$ cat config.mk
export PLATFORM = sky130hd
export DESIGN_NAME = som_bmu_div
export DESIGN_NICKNAME = d
export VERILOG_FILES = /design/src/hw/rtl/som_bmu_pkg.sv /design/src/hw/rtl/som_bmu_div.sv
export SDC_FILE = /design/constraint.sdc
export NUM_CORES = 1
export LEC_CHECK = 0
export BUFFER_PORTS_ARGS = -buffer_cell sky130_fd_sc_hd__buf_2
export CAP_MARGIN = 20
export CORE_ASPECT_RATIO = 1.1
export CORE_MARGIN = 2
export CORE_UTILIZATION = 58
export DETAILED_ROUTE_END_ITERATION = 8
export PLACE_DENSITY = 0.85
export SLEW_MARGIN = 20
export SYNTH_ARGS = -nofsm -noshare
export SYNTH_HDL_FRONTEND = slang
export SYNTH_SLANG_ARGS = --single-unit
$ cat constraint.sdc
create_clock -name clk_i -period 3.91 [get_ports clk_i]
set_input_delay 0.5865 -clock clk_i [delete_from_list [all_inputs] [get_ports clk_i]]
set_output_delay 0.5865 -clock clk_i [all_outputs]
set_load 0.01 [all_outputs]
$ cat src/hw/rtl/som_bmu_pkg.sv
// ----------------------------------------------------------------------------
// som_bmu_pkg
// shared types and constants of the best matching unit search
// ----------------------------------------------------------------------------
`default_nettype none

package som_bmu_pkg;

  localparam int unsigned NumFeat  = 7;
  localparam int unsigned FracBits = 16;

  typedef enum logic [2:0] {
    OP_LOAD_WEIGHT = 3'd0,
    OP_LOAD_EXP    = 3'd1,
    OP_LOAD_RISK   = 3'd2,
    OP_LOAD_SCALE  = 3'd3,
    OP_QUERY       = 3'd4
  } op_e;

  localparam logic CFG_NODE_COUNT   = 1'b0;
  localparam logic CFG_DEFAULT_RISK = 1'b1;

  localparam logic signed [23:0] S24Max = 24'sh7FFFFF;
  localparam logic signed [23:0] S24Min = -24'sh800000;
  localparam logic [27:0] DistMax = 28'hFFFFFFF;

  typedef struct packed {
    logic [2:0]         operation;
    logic [8:0]         node_index;
    logic [2:0]         feature_index;
    logic signed [31:0] value_a;
    logic signed [31:0] value_b;
    logic signed [31:0] feature_0;
    logic signed [31:0] feature_1;
    logic signed [31:0] feature_2;
    logic signed [31:0] feature_3;
    logic signed [31:0] feature_4;
    logic signed [31:0] feature_5;
    logic signed [31:0] feature_6;
  } req_t;

  typedef struct packed {
    logic signed [31:0] expectancy;
    logic signed [31:0] risk;
    logic [8:0]         best_node;
    logic [27:0]        best_distance;
    logic               status;
  } rsp_t;

  // divider control between top level and divider
  typedef struct packed {
    logic start;
    logic busy;
  } div_ctl_t;

endpackage

`default_nettype wire

$ cat src/hw/rtl/som_bmu_div.sv
// ----------------------------------------------------------------------------
// som_bmu_div
// restoring divider, signed 50 by positive 33 bit, truncated toward zero
// ----------------------------------------------------------------------------
`default_nettype none

module som_bmu_div (
  input  wire logic               clk_i,
  input  wire logic               rst_ni,
  input  wire logic               start_i,
  input  wire logic signed [49:0] num_i,
  input  wire logic [32:0]        den_i,
  output som_bmu_pkg::div_ctl_t   ctl_o,
  output logic signed [49:0]      quo_o
);
  import som_bmu_pkg::*;

  logic [5:0]  cnt_q, cnt_d;
  logic        busy_q, busy_d;
  logic [49:0] num_q, num_d;
  logic [33:0] rem_q, rem_d;
  logic [32:0] den_q, den_d;
  logic        neg_q, neg_d;
  logic [33:0] trial;

  always_comb begin
    cnt_d  = cnt_q;
    busy_d = busy_q;
    num_d  = num_q;
    rem_d  = rem_q;
    den_d  = den_q;
    neg_d  = neg_q;
    trial  = {rem_q[32:0], num_q[49]} - {1'b0, den_q};
    if (start_i) begin
      busy_d = 1'b1;
      cnt_d  = 6'd0;
      neg_d  = num_i[49];
      num_d  = num_i[49] ? 50'(-num_i) : num_i;
      rem_d  = '0;
      den_d  = den_i;
    end else if (busy_q) begin
      if (!trial[33]) begin
        rem_d = trial;
        num_d = {num_q[48:0], 1'b1};
      end else begin
        rem_d = {rem_q[32:0], num_q[49]};
        num_d = {num_q[48:0], 1'b0};
      end
      cnt_d = cnt_q + 6'd1;
      if (cnt_q == 6'd49) busy_d = 1'b0;
    end
  end

  always_ff @(posedge clk_i or negedge rst_ni) begin
    if (!rst_ni) begin
      busy_q <= 1'b0;
      cnt_q  <= '0;
    end else begin
      busy_q <= busy_d;
      cnt_q  <= cnt_d;
    end
  end

  always_ff @(posedge clk_i) begin
    num_q <= num_d;
    rem_q <= rem_d;
    den_q <= den_d;
    neg_q <= neg_d;
  end

  assign ctl_o.start = start_i;
  assign ctl_o.busy  = busy_q;
  assign quo_o = neg_q ? 50'(-num_q) : num_q;

endmodule

`default_nettype wire

## Word-level counts from Yosys, hierarchy flattened

Index checks and enable logic that the tools add are counted.

| operators by class | value |
|---|---|
| equality and inequality tests | 1 |
| reduce and logical (&&, ||, !) cells | 1 |
| multiplexer cells | 11 |
| add/subtract/negate cells | 4 |

Operator list:

| operator | number |
|---|---|
| $mux W50 | 4 |
| $neg A50 Y50 | 2 |
| $sub A34 B33 Y34 | 1 |
| $mux W33 | 1 |
| $mux W6 | 2 |
| $add A6 B1 Y6 const B | 1 |
| $eq A6 B6 Y1 const B | 1 |
| $mux W1 | 4 |
| $reduce_bool A2 Y1 | 1 |

| word-level totals | value |
|---|---|
| register bits after elaboration | 124 |
| input port bits | 86 |
| output and inout bits | 52 |

## Longest topological paths before layout

Gate-level depths: netlist (run 1).

| depth | value |
|---|---|
| word-level depth | 4 |
| mapped depth | 12 |

## Least setup slack after synthesis (run 1)

OpenSTA, ideal clock, no wires.

| path | value |
|---|---|
| path type | register to output |
| from | reg num_q[12] |
| to | out quo_o[32] |
| path buffers | 0 |
| arrival time | 2.828 ns |
| setup slack | 0.495 ns |
| cell stages (with the launch flop) | 9 |
| cells stage by stage | edfxtp_1 > or3_1 > or3_1 > or2_1 > or2_1 > or3_1 > or4_1 > o31ai_1 > xnor2_1 |

| on the way | value |
|---|---|
| word-level cells in the longest chain between the ends | 2 |

RTL lines:

| element | RTL line | RTL |
|---|---|---|
| start: declaration | som_bmu_div.sv:20 | `logic [49:0] num_q, num_d;` |
| start signal: assignment | som_bmu_div.sv:65 | `num_q <= num_d;` |
| $neg A50 Y50 | som_bmu_div.sv:73 | `assign quo_o = neg_q ? 50'(-num_q) : num_q;` |
| $mux W50 | som_bmu_div.sv:73 |  |
| end: declaration | som_bmu_div.sv:14 | `output logic signed [49:0] quo_o` |

Every way passes these cells.

## Worst setup path after layout (run 1)

| path | value |
|---|---|
| from | reg num_q[12] |
| to | out quo_o[42] |

The elaborated chain is that of the path after synthesis.

==> results of run 1 <==
[where the power goes]
group	leakage, nW	internal, mW	switching [mW]
logic	2.72	0.813	1.16
clock network	0.280	0.933	0.562
registers	1.20	1.63	0.194
[state kept, by name, indices dropped and copies added (netlist names)]
| signal | flops |
|---|---|
| busy_q | 1 |
| neg_q | 1 |
| den_q | 33 |
| rem_q | 33 |
| num_q | 50 |
| cnt_q | 6 |
[worst max-delay path by stage]
| stage | start | to | slack [ns] | depth (start not counted) |
|---|---|---|---|---|
| after floorplan | num_q[12] | quo_o[32] | 0.50 | 8 |
| after global placement | num_q[12] | quo_o[42] | 0.24 | 9 |
| after detailed placement | num_q[12] | quo_o[42] | 0.21 | 9 |
| after CTS | num_q[12] | quo_o[42] | -0.15 | 9 |
| after global routing | num_q[5] | quo_o[42] | -0.20 | 10 |
| final | num_q[12] | quo_o[42] | -0.06 | 9 |
[final cells by class]
class	instances	area, µm²	share of cell area, %
well taps	196	245	2.36
inverters	56	210	2.03
repair buffers	153	843	8.13
multi-input cells	789	5150	49.7
clock buffers	24	492	4.74
clock inverters	8	67.6	0.652
flip-flops and latches	124	3360	32.4
[worst max-delay path: cells and delay by family, from the launching register on]
kind                   cells  cell delay, ns
AO/OA/AOI/OAI              1            0.25
XOR/XNOR                   1            0.15
buffers and inverters      1            0.15
flip-flops                 1            0.38
AND/OR/NAND/NOR            6            2.02
[stage by stage]
stage	power [mW]	hold WS, ns	std cells
global placement	3.71	0.426	1311
global route	5.63	0.326	1350
floorplan	3.23	0.291	1024
finish	5.30	0.332	1350
CTS	5.28	0.320	1348
detailed placement	3.75	0.428	1311
[Yosys cell counts, drive strengths merged (3+ instances only)]
cell | instances | area (µm²)
nor4 | 5 | 43.8
ha | 37 | 463
xor2 | 62 | 543
a21o | 12 | 90.1
o21ai | 59 | 295
nor2 | 104 | 390
o31ai | 32 | 245
o211ai | 6 | 45.0
nand3b | 4 | 30.0
nand4b | 5 | 43.8
nand4 | 14 | 87.6
xnor2 | 62 | 543
inv | 56 | 210
edfxtp | 84 | 2520
o21bai | 8 | 60.1
or2 | 7 | 46.3
nor2b | 8 | 50.1
nand3 | 17 | 85.1
nor3 | 15 | 75.1
o41ai | 12 | 131
or4 | 11 | 90.1
a21boi | 3 | 22.5
and3 | 3 | 18.8
a32oi | 3 | 26.3
nand2b | 5 | 31.3
dfrtp | 7 | 175
buf | 6 | 35.0
o2111ai | 3 | 26.3
a21oi | 94 | 470
clkbuf | 49 | 184
dfxtp | 33 | 661
nand2 | 108 | 405
a311oi | 26 | 228
a31oi | 7 | 43.8
or3 | 28 | 180
o21a | 6 | 45.0
[kinds of logic after synthesis]
| family | count (synthesis) | share of synthesized area (%) |
|---|---|---|
| simple gates | 340 | 18.4 |
| fa+ha+maj | 38 | 5.45 |
| buf+inv | 111 | 4.84 |
| mux | 2 | 0.226 |
| flops | 124 | 37.9 |
| xor+xnor | 124 | 12.3 |
| compound gates | 285 | 20.9 |
[repair_timing]
| action | CTS | global route |
|---|---|---|
| pin swaps | 2 | 3 |
| endpoints found under the setup margin | 3 | 12 |
| endpoints found under the hold margin | 7 | 0 |
| gates cloned | 0 | 0 |
| hold buffers | 1 | 0 |
| buffers inserted | 4 | 1 |
| gates resized for setup | 6 | 7 |
[routing by layer]
metal,wire length (µm),up-vias
met2,10500,262
met3,1230,44
met5,0,-
li1,-,3952
met4,561,0
met1,8980,3789
==> impl_metrics.yaml, run 1 <==
power_and_ir_drop:
  powerDensity_mw_per_mm2: 511
  ir_drop_mv: 0.442
  p_leak_nw: 4.20
final_layout:
  num-nets-final: 1265
  drive_above_1_share_pct: 18.1
  fin_util_pct: 69.2
  fillers: 1143
  areaGrowthSynthToFinish_pct: 17.0
  diodes: 0
  design_area_mm2: 0.0104
  layout_commonest_cell: "buf_2"
  final_cell_mix: "buf_2 (136), nand2_1 (108), nor2_1 (104)"
setup_path:
  crit_type: "register to primary output"
  cpMostUsedCell: "or3_4"
  cp.required_ns: 3.32
  path_max_fanout: 4
  r2r_setup_slack_ns: 0.54
  timing.rr.end: "rem_q[28]"
  r2r_start: "num_q[49]"
  worstSetupEndpointType: "primary output"
  slowest_delay_ns: 0.47
  r2r.worst_path.cells: 11
  slowest_stage: "or4_4"
  crit_chain: "or3_4, or3_4, or2_4, or2_4, or3_4, or4_4, o41ai_4, xnor2_1, buf_2"
  start_kind: "register"
  critPathArrivalTime_ns: 3.38
detailed_routing:
  drtIter0Drc: 609
  drt-pass1-iter-count: 5
  routedWlPerCell_um: 15.7
  ant_nets: 0
  drc: 0
  routed_via_density: 5.96
  routed_wl_um: 21300
  dr_total_vias: 8047
timing:
  slew_headroom_pct: 34.3
  finalCritPeriodShare_pct: 102
  setup_viol: 2
  rsz0062_at_grt: "yes"
  hold_viol_final: 0
  period_minus_slack_ns: 3.97
  worst_slew_pin_slew_ns: 0.985
  setup_tns_ns: -0.0828
  maxSlewViolCount: 0
  fmax_mhz: 252
  timing.final.ws_setup_ns: -0.0613
  worst_clock_skew_ns: 0.00855
synth:
  avgSynthCellArea_um2: 8.65
  synth.distinct_cells: 66
  ys_warn_count: 0
  ys_async_sr_fraction_pct: 5.65
  synth.net_count: 1148
  synth-seq-cells: 124
  synth-main-ff-cell: "edfxtp_1"
  synth-edff-count: 84
  synthesis.area_mm2: 0.00886
  synth_cells: 1024
  ys_seq_area_share_pct: 37.9
floorplan:
  core-area_mm2: 0.0150
  die_area_mm2: 0.0163
  die_height_um: 134
  io_pins: 138
  dieWidth_um: 122
  start_util_pct: 59.1
  core.rowCount: 47
clock_network:
  cts_tree: "yes"
  htree_levels: 4
  clockBufferDepth: 2
  clockRootBuffer: "clkbuf_16"
  worstSkewPairLatency_ns: 0.43
  numCtsBuffers: 17
  clock_sink_count: 124
  path_clk_slew_ns: 0.05
global_route:
  grt_overflow_total: 0
  busiest_layer: "met2"
  grt_pass1_wl_um: 34300
  use_met3_pct: 4.28
  grt_use_met2_pct: 44.9
  grt_util_met1_pct: 32.5
  grt_use_total_pct: 26.2
  grt_start_max_net_pins: 135
  grt_pass1_vias: 7424
  antenna_found_initial: 0
placement:
  gp_congestion: 0.940
  numPortBuffers: 137
  post-dp-hpwl_um: 14900
  post-place-ws_ns: 0.206
  placed_area_mm2: 0.00966
hold_path:
  worstHoldStart: "den_i[26]"
  min_path_type: "input pin to register"
  min_path_cells: 1
  whs_endpoint: "den_q[26]"
flow_run:
  max-cap-violations: 0
status:
  status: "finished with violations"
  violations: "negative setup slack"
Power figures use the tool's default switching activity.
==> run 2: changes to the inputs <==
--- a/config.mk
+++ b/config.mk
@@ -8,7 +8,6 @@
 export BUFFER_PORTS_ARGS = -buffer_cell sky130_fd_sc_hd__buf_2
 export CAP_MARGIN = 20
 export CORE_ASPECT_RATIO = 1.1
-export CORE_MARGIN = 2
 export CORE_UTILIZATION = 58
 export DETAILED_ROUTE_END_ITERATION = 8
 export PLACE_DENSITY = 0.85
==> run 2 against run 1 <==
Via count rose by 1.4%. Largest cell class unchanged. The run still ends with negative setup slack left. Sequential share of layout area fell by 0.11 points. Highest routed layer unchanged. Flip-flop and latch count is the same. Cell area is 0.33% higher. Combinational power is essentially flat.
==> impl_metrics.yaml, run 2 (synthesis results as in run 1) <==
clock_network:
  clockBufferDepth: 2
  cts_tree: "yes"
  clockRootBuffer: "clkbuf_16"
  htree_levels: 4
  clock_sink_count: 124
  numCtsBuffers: 17
  worstSkewPairLatency_ns: 0.43
  path_clk_slew_ns: 0.06
floorplan:
  core.rowCount: 47
  die_height_um: 132
  start_util_pct: 59.1
  dieWidth_um: 120
  core-area_mm2: 0.0150
  die_area_mm2: 0.0158
  io_pins: 138
global_route:
  grt_overflow_total: 0
  grt_start_max_net_pins: 111
  grt_use_total_pct: 28.6
  grt_pass1_wl_um: 36300
  antenna_found_initial: 0
  grt_pass1_vias: 7884
final_layout:
  diodes: 0
  drive_above_1_share_pct: 18.7
  areaGrowthSynthToFinish_pct: 17.4
  final_cell_mix: "buf_2 (136), nand2_1 (108), nor2_1 (104)"
  largest_reg_flops: 50
  regMostFlops: "num_q"
  fin_util_pct: 69.4
  fin_cells: 1355
  top_regs: "num_q x50, den_q x33, rem_q x33"
  num-nets-final: 1270
  layout_commonest_cell: "buf_2"
timing:
  slew_headroom_pct: 34.5
  finalCritPeriodShare_pct: 102
  setup_viol: 2
  worst_slew_pin_slew_ns: 0.982
  rsz0062_at_grt: "yes"
  fmax_mhz: 250
  period_minus_slack_ns: 4.00
  worst_clock_skew_ns: 0.00872
  maxSlewViolCount: 0
  hold_viol_final: 0
  hold_ws_ns: 0.330
  timing.final.ws_setup_ns: -0.0930
  setup_tns_ns: -0.185
placement:
  placedCellCount: 1312
  post-dp-hpwl_um: 15300
  gp_congestion: 0.899
  numPortBuffers: 137
power_and_ir_drop:
  powerDensity_mw_per_mm2: 516
  p_leak_nw: 4.20
  p_total_mw: 5.36
  ir_drop_mv: 0.325
hold_path:
  min_path_type: "input pin to register"
setup_path:
  cp.required_ns: 3.32
  crit_type: "register to primary output"
  cpMostUsedCell: "or3_4"
  slowest_delay_ns: 0.48
  path_max_fanout: 5
  slowest_stage: "or4_4"
  worstSetupEndpointType: "primary output"
  critPathArrivalTime_ns: 3.42
  crit_chain: "or3_4, or3_4, or2_4, or2_4, or3_4, or4_4, o41ai_4, xnor2_1, buf_2"
  start_kind: "register"
status:
  violations: "negative setup slack"
  status: "finished with violations"
detailed_routing:
  routed_via_density: 6.02
  drc: 0
  routed_wl_um: 22000
  routedWlPerCell_um: 16.2
  drtIter0Drc: 727
  dr_total_vias: 8163
  drt-pass1-iter-count: 6
  ant_nets: 0
flow_run:
  max-cap-violations: 0
[run 2: cell count changes in the layout (fill, tap and decap cells not counted), sizes merged]
cell	change
buf	+5
clkbuf	-6
clkinv	-2
clkinvlp	+5
inv	+3
[run 2: power breakdown]
| part | internal [mW] | switching, mW |
|---|---|---|
| Clock | 0.899 | 0.632 |
| Combinational | 0.823 | 1.18 |
| Sequential | 1.63 | 0.200 |
| Total | 3.35 | 2.01 |
[run 2: routing by layer]
layer | wire [µm] | global-route usage [%]
met4 | 696 | 13.9
met5 | 0 | 0
met3 | 1320 | 5.16
met1 | 8870 | 34.5
met2 | 11100 | 48.9
[run 2: what timing repair did]
action	in CTS	in global routing
gates resized for setup	9	4
buffers inserted	5	5
endpoints found under the hold margin	7	0
pin swaps	0	3
hold buffers	1	0
endpoints found under the setup margin	5	9
[run 2: final timing paths]
path | from | to | slack (ns) | depth (start not counted)
setup reg to reg | num_q[49] | rem_q[28] | 0.50 | 11
hold / removal | den_i[32] | den_q[32] | 0.33 | 1
hold reg to reg | rem_q[22] | rem_q[23] | 0.50 | 2
max in group asynchronous | rst_ni | busy_q | 3.20 | 2
setup / recovery | num_q[10] | quo_o[42] | -0.09 | 9
min in group asynchronous | rst_ni | cnt_q[4] | 0.53 | 2
[run 2: cell type report]
type                    count  area, µm²
clock buffers              18        439
repair buffers            158        861
clock inverters            14        136
inverters                  56        211
well taps                 196        245
fillers                  1171       4590
multi-input cells         789       5150
flip-flops and latches    124       3360
[run 2: worst max-delay path: cells and delay by family, from the launching register on]
kind            cells  cell delay (ns)
buf+inv             1             0.14
simple gates        6             2.01
flops               1             0.45
compound gates      1             0.24
xor+xnor            1             0.14
[run 2: stage by stage]
step / worst slack (ns) / cell area [µm²]
floorplan: 0.495 / 8860
global placement: 0.259 / 9660
detailed placement: 0.156 / 9660
CTS: -0.0795 / 10300
global route: -0.208 / 10400
finish: -0.0930 / 10400
==> run 3: changes to the inputs <==
--- a/config.mk
+++ b/config.mk
@@ -8,9 +8,9 @@
 export BUFFER_PORTS_ARGS = -buffer_cell sky130_fd_sc_hd__buf_2
 export CAP_MARGIN = 20
 export CORE_ASPECT_RATIO = 1.1
-export CORE_UTILIZATION = 58
+export CORE_UTILIZATION = 50
 export DETAILED_ROUTE_END_ITERATION = 8
-export PLACE_DENSITY = 0.85
+export PLACE_DENSITY = 0.76
 export SLEW_MARGIN = 20
 export SYNTH_ARGS = -nofsm -noshare
 export SYNTH_HDL_FRONTEND = slang
==> constraint.sdc (replaced) <==
create_clock -name clk_i -period 5.1 [get_ports clk_i]
set_input_delay 0.765 -clock clk_i [delete_from_list [all_inputs] [get_ports clk_i]]
set_output_delay 0.765 -clock clk_i [all_outputs]
set_load 0.01 [all_outputs]
==> run 3 against run 2 <==
The run now ends clean. Sequential power down 23%. Critical path depth unchanged. Clock skew down 0.0025 ns. Flip-flop and latch count unchanged. Cell count up 1.9%. First-iteration DRC count down 31%. Register-to-register slack better by 1.0 ns. Worst hold slack worse by 0.16 ns. Global-route usage down 5.0 points. Total power down 25%. Cell area down 1.6%. Non-clock buffer count down 14. Highest routed layer is now met5.
==> impl_metrics.yaml, run 3 (synthesis results as in run 1) <==
status:
  status: "finished clean"
floorplan:
  dieWidth_um: 129
  core-area_mm2: 0.0172
  start_util_pct: 51.5
  core.rowCount: 50
  die_height_um: 142
  io_pins: 138
  die_area_mm2: 0.0183
timing:
  finalCritPeriodShare_pct: 88.4
  hold_viol_final: 0
  hold_ws_ns: 0.167
  period_minus_slack_ns: 4.51
  slew_headroom_pct: 42.0
  maxSlewViolCount: 0
  timing.final.ws_setup_ns: 0.593
  rsz0062_at_grt: "no"
  fmax_mhz: 222
  worst_clock_skew_ns: 0.00626
  setup_tns_ns: 0
  setup_viol: 0
  worst_slew_pin_slew_ns: 0.870
final_layout:
  drive_above_1_share_pct: 16.1
  num-nets-final: 1256
  final_cell_mix: "buf_2 (136), nand2_1 (108), nor2_1 (104)"
  design_area_mm2: 0.0102
  areaGrowthSynthToFinish_pct: 15.6
  layout_commonest_cell: "buf_2"
  fillers: 1517
  regMostFlops: "num_q"
  fin_util_pct: 59.5
  top_regs: "num_q x50, den_q x33, rem_q x33"
  largest_reg_flops: 50
clock_network:
  cts_resized: 0
  clockRootBuffer: "clkbuf_16"
  postCtsSetupBuffers: 0
  worstSkewPairLatency_ns: 0.42
  path_clk_slew_ns: 0.06
  cts_tree: "yes"
  htree_levels: 4
  clockBufferDepth: 2
  numCtsBuffers: 17
  clock_sink_count: 124
  cts_hold_buf: 0
detailed_routing:
  routed_via_density: 5.70
  dr_total_vias: 7871
  ant_nets: 0
  drt-pass1-iter-count: 5
  routedWlPerCell_um: 15.3
  drc: 0
  routed_wl_um: 21100
  drtIter0Drc: 504
power_and_ir_drop:
  p_leak_nw: 4.10
  comb_power_share_pct: 37.1
  clockPowerShare_pct: 28.0
  pwr-share-seq_pct: 34.8
  p_int_mw: 2.57
  ir_drop_mv: 0.247
  powerDensity_mw_per_mm2: 392
  switchingPower_mw: 1.45
  netSwitchingFraction_pct: 36.1
placement:
  gp_congestion: 0.894
  placed_area_mm2: 0.00967
  post-place-ws_ns: 1.08
  post-dp-hpwl_um: 15400
  numPortBuffers: 137
setup_path:
  timing.rr.end: "rem_q[20]"
  crit_type: "register to primary output"
  worstSetupEndpointType: "primary output"
  cp.required_ns: 4.34
  r2r_start: "den_q[24]"
  start_kind: "register"
  critPathArrivalTime_ns: 3.74
  r2r.worst_path.cells: 11
  path_max_fanout: 4
  r2r_setup_slack_ns: 1.50
hold_path:
  min_path_type: "input pin to asynchronous set/reset pin"
global_route:
  grt_use_total_pct: 23.6
  grt_overflow_total: 0
  grt_start_max_net_pins: 82
  antenna_found_initial: 3
  grt_pass1_vias: 7368
  grt_pass1_wl_um: 34200
flow_run:
  max-cap-violations: 0
## run 3: changes by cell type in the layout (fill, tap and decap cells not counted), moves of 3 or more
cell        change
clkinv_4        -3
clkbuf_1        +4
or3_1           +4
buf_4          -14
inv_6           -4
clkinvlp_4      -5
clkinv_1        +5
or3_4           -4
## run 3: power groups by stage
stage	Combinational [mW]	Sequential (mW)	Clock [mW]
2_1_floorplan	1.10	1.37	0
3_3_place_gp	1.44	1.41	0
3_5_place_dp	1.46	1.41	0
4_1_cts	1.48	1.40	1.15
5_1_grt	1.66	1.42	1.19
6_report	1.49	1.40	1.13
## run 3: worst max-delay path by stage
stage              start   endpoint  slack, ns  cells after the start
3_5_place_dp    num_q[4]  quo_o[32]       1.08                      9
5_1_grt         num_q[4]  quo_o[32]       0.32                      9
3_3_place_gp    num_q[5]  quo_o[32]       1.14                      9
6_report        num_q[4]  quo_o[32]       0.59                      9
2_1_floorplan  num_q[12]  quo_o[32]       1.51                      8
4_1_cts         num_q[4]  quo_o[32]       0.60                      9
## run 3: cell type report
type | count | area [µm²] | share of cell area (%)
clock buffers | 21 | 440 | 4.30
well taps | 234 | 293 | 2.86
inverters | 56 | 210 | 2.05
repair buffers | 144 | 757 | 7.39
diodes | 2 | 5.00 | 0.0489
multi-input cells | 789 | 5070 | 49.5
clock inverters | 11 | 101 | 0.990
flip-flops and latches | 124 | 3360 | 32.8
## run 3: through the flow
stage / cells / total power, mW
finish: 1381 / 4.02
global route: 1380 / 4.27
CTS: 1378 / 4.02
detailed placement: 1346 / 2.88
global placement: 1346 / 2.85
floorplan: 1024 / 2.48
## run 3: critical path, stage by stage (launching register included)
cell       delay (ns)
edfxtp_1         0.44
nor4_1           0.57
nand4bb_1        0.26
or2_1            0.30
or2_1            0.27
or3_1            0.36
or4_1            0.53
o31ai_1          0.29
xnor2_1          0.15
buf_2            0.14
## run 3: routing by layer
layer  part of all wire, %  vias up  GRT usage [%]  routed length [µm]
li1                      -     3933              -                   -
met5                 0.043        -              0                   9
met2                    50      239           41.5               10400
met3                   5.0       40           3.88                1060
met1                    43     3657           28.5                9030
met4                   2.6        2           9.97                 541
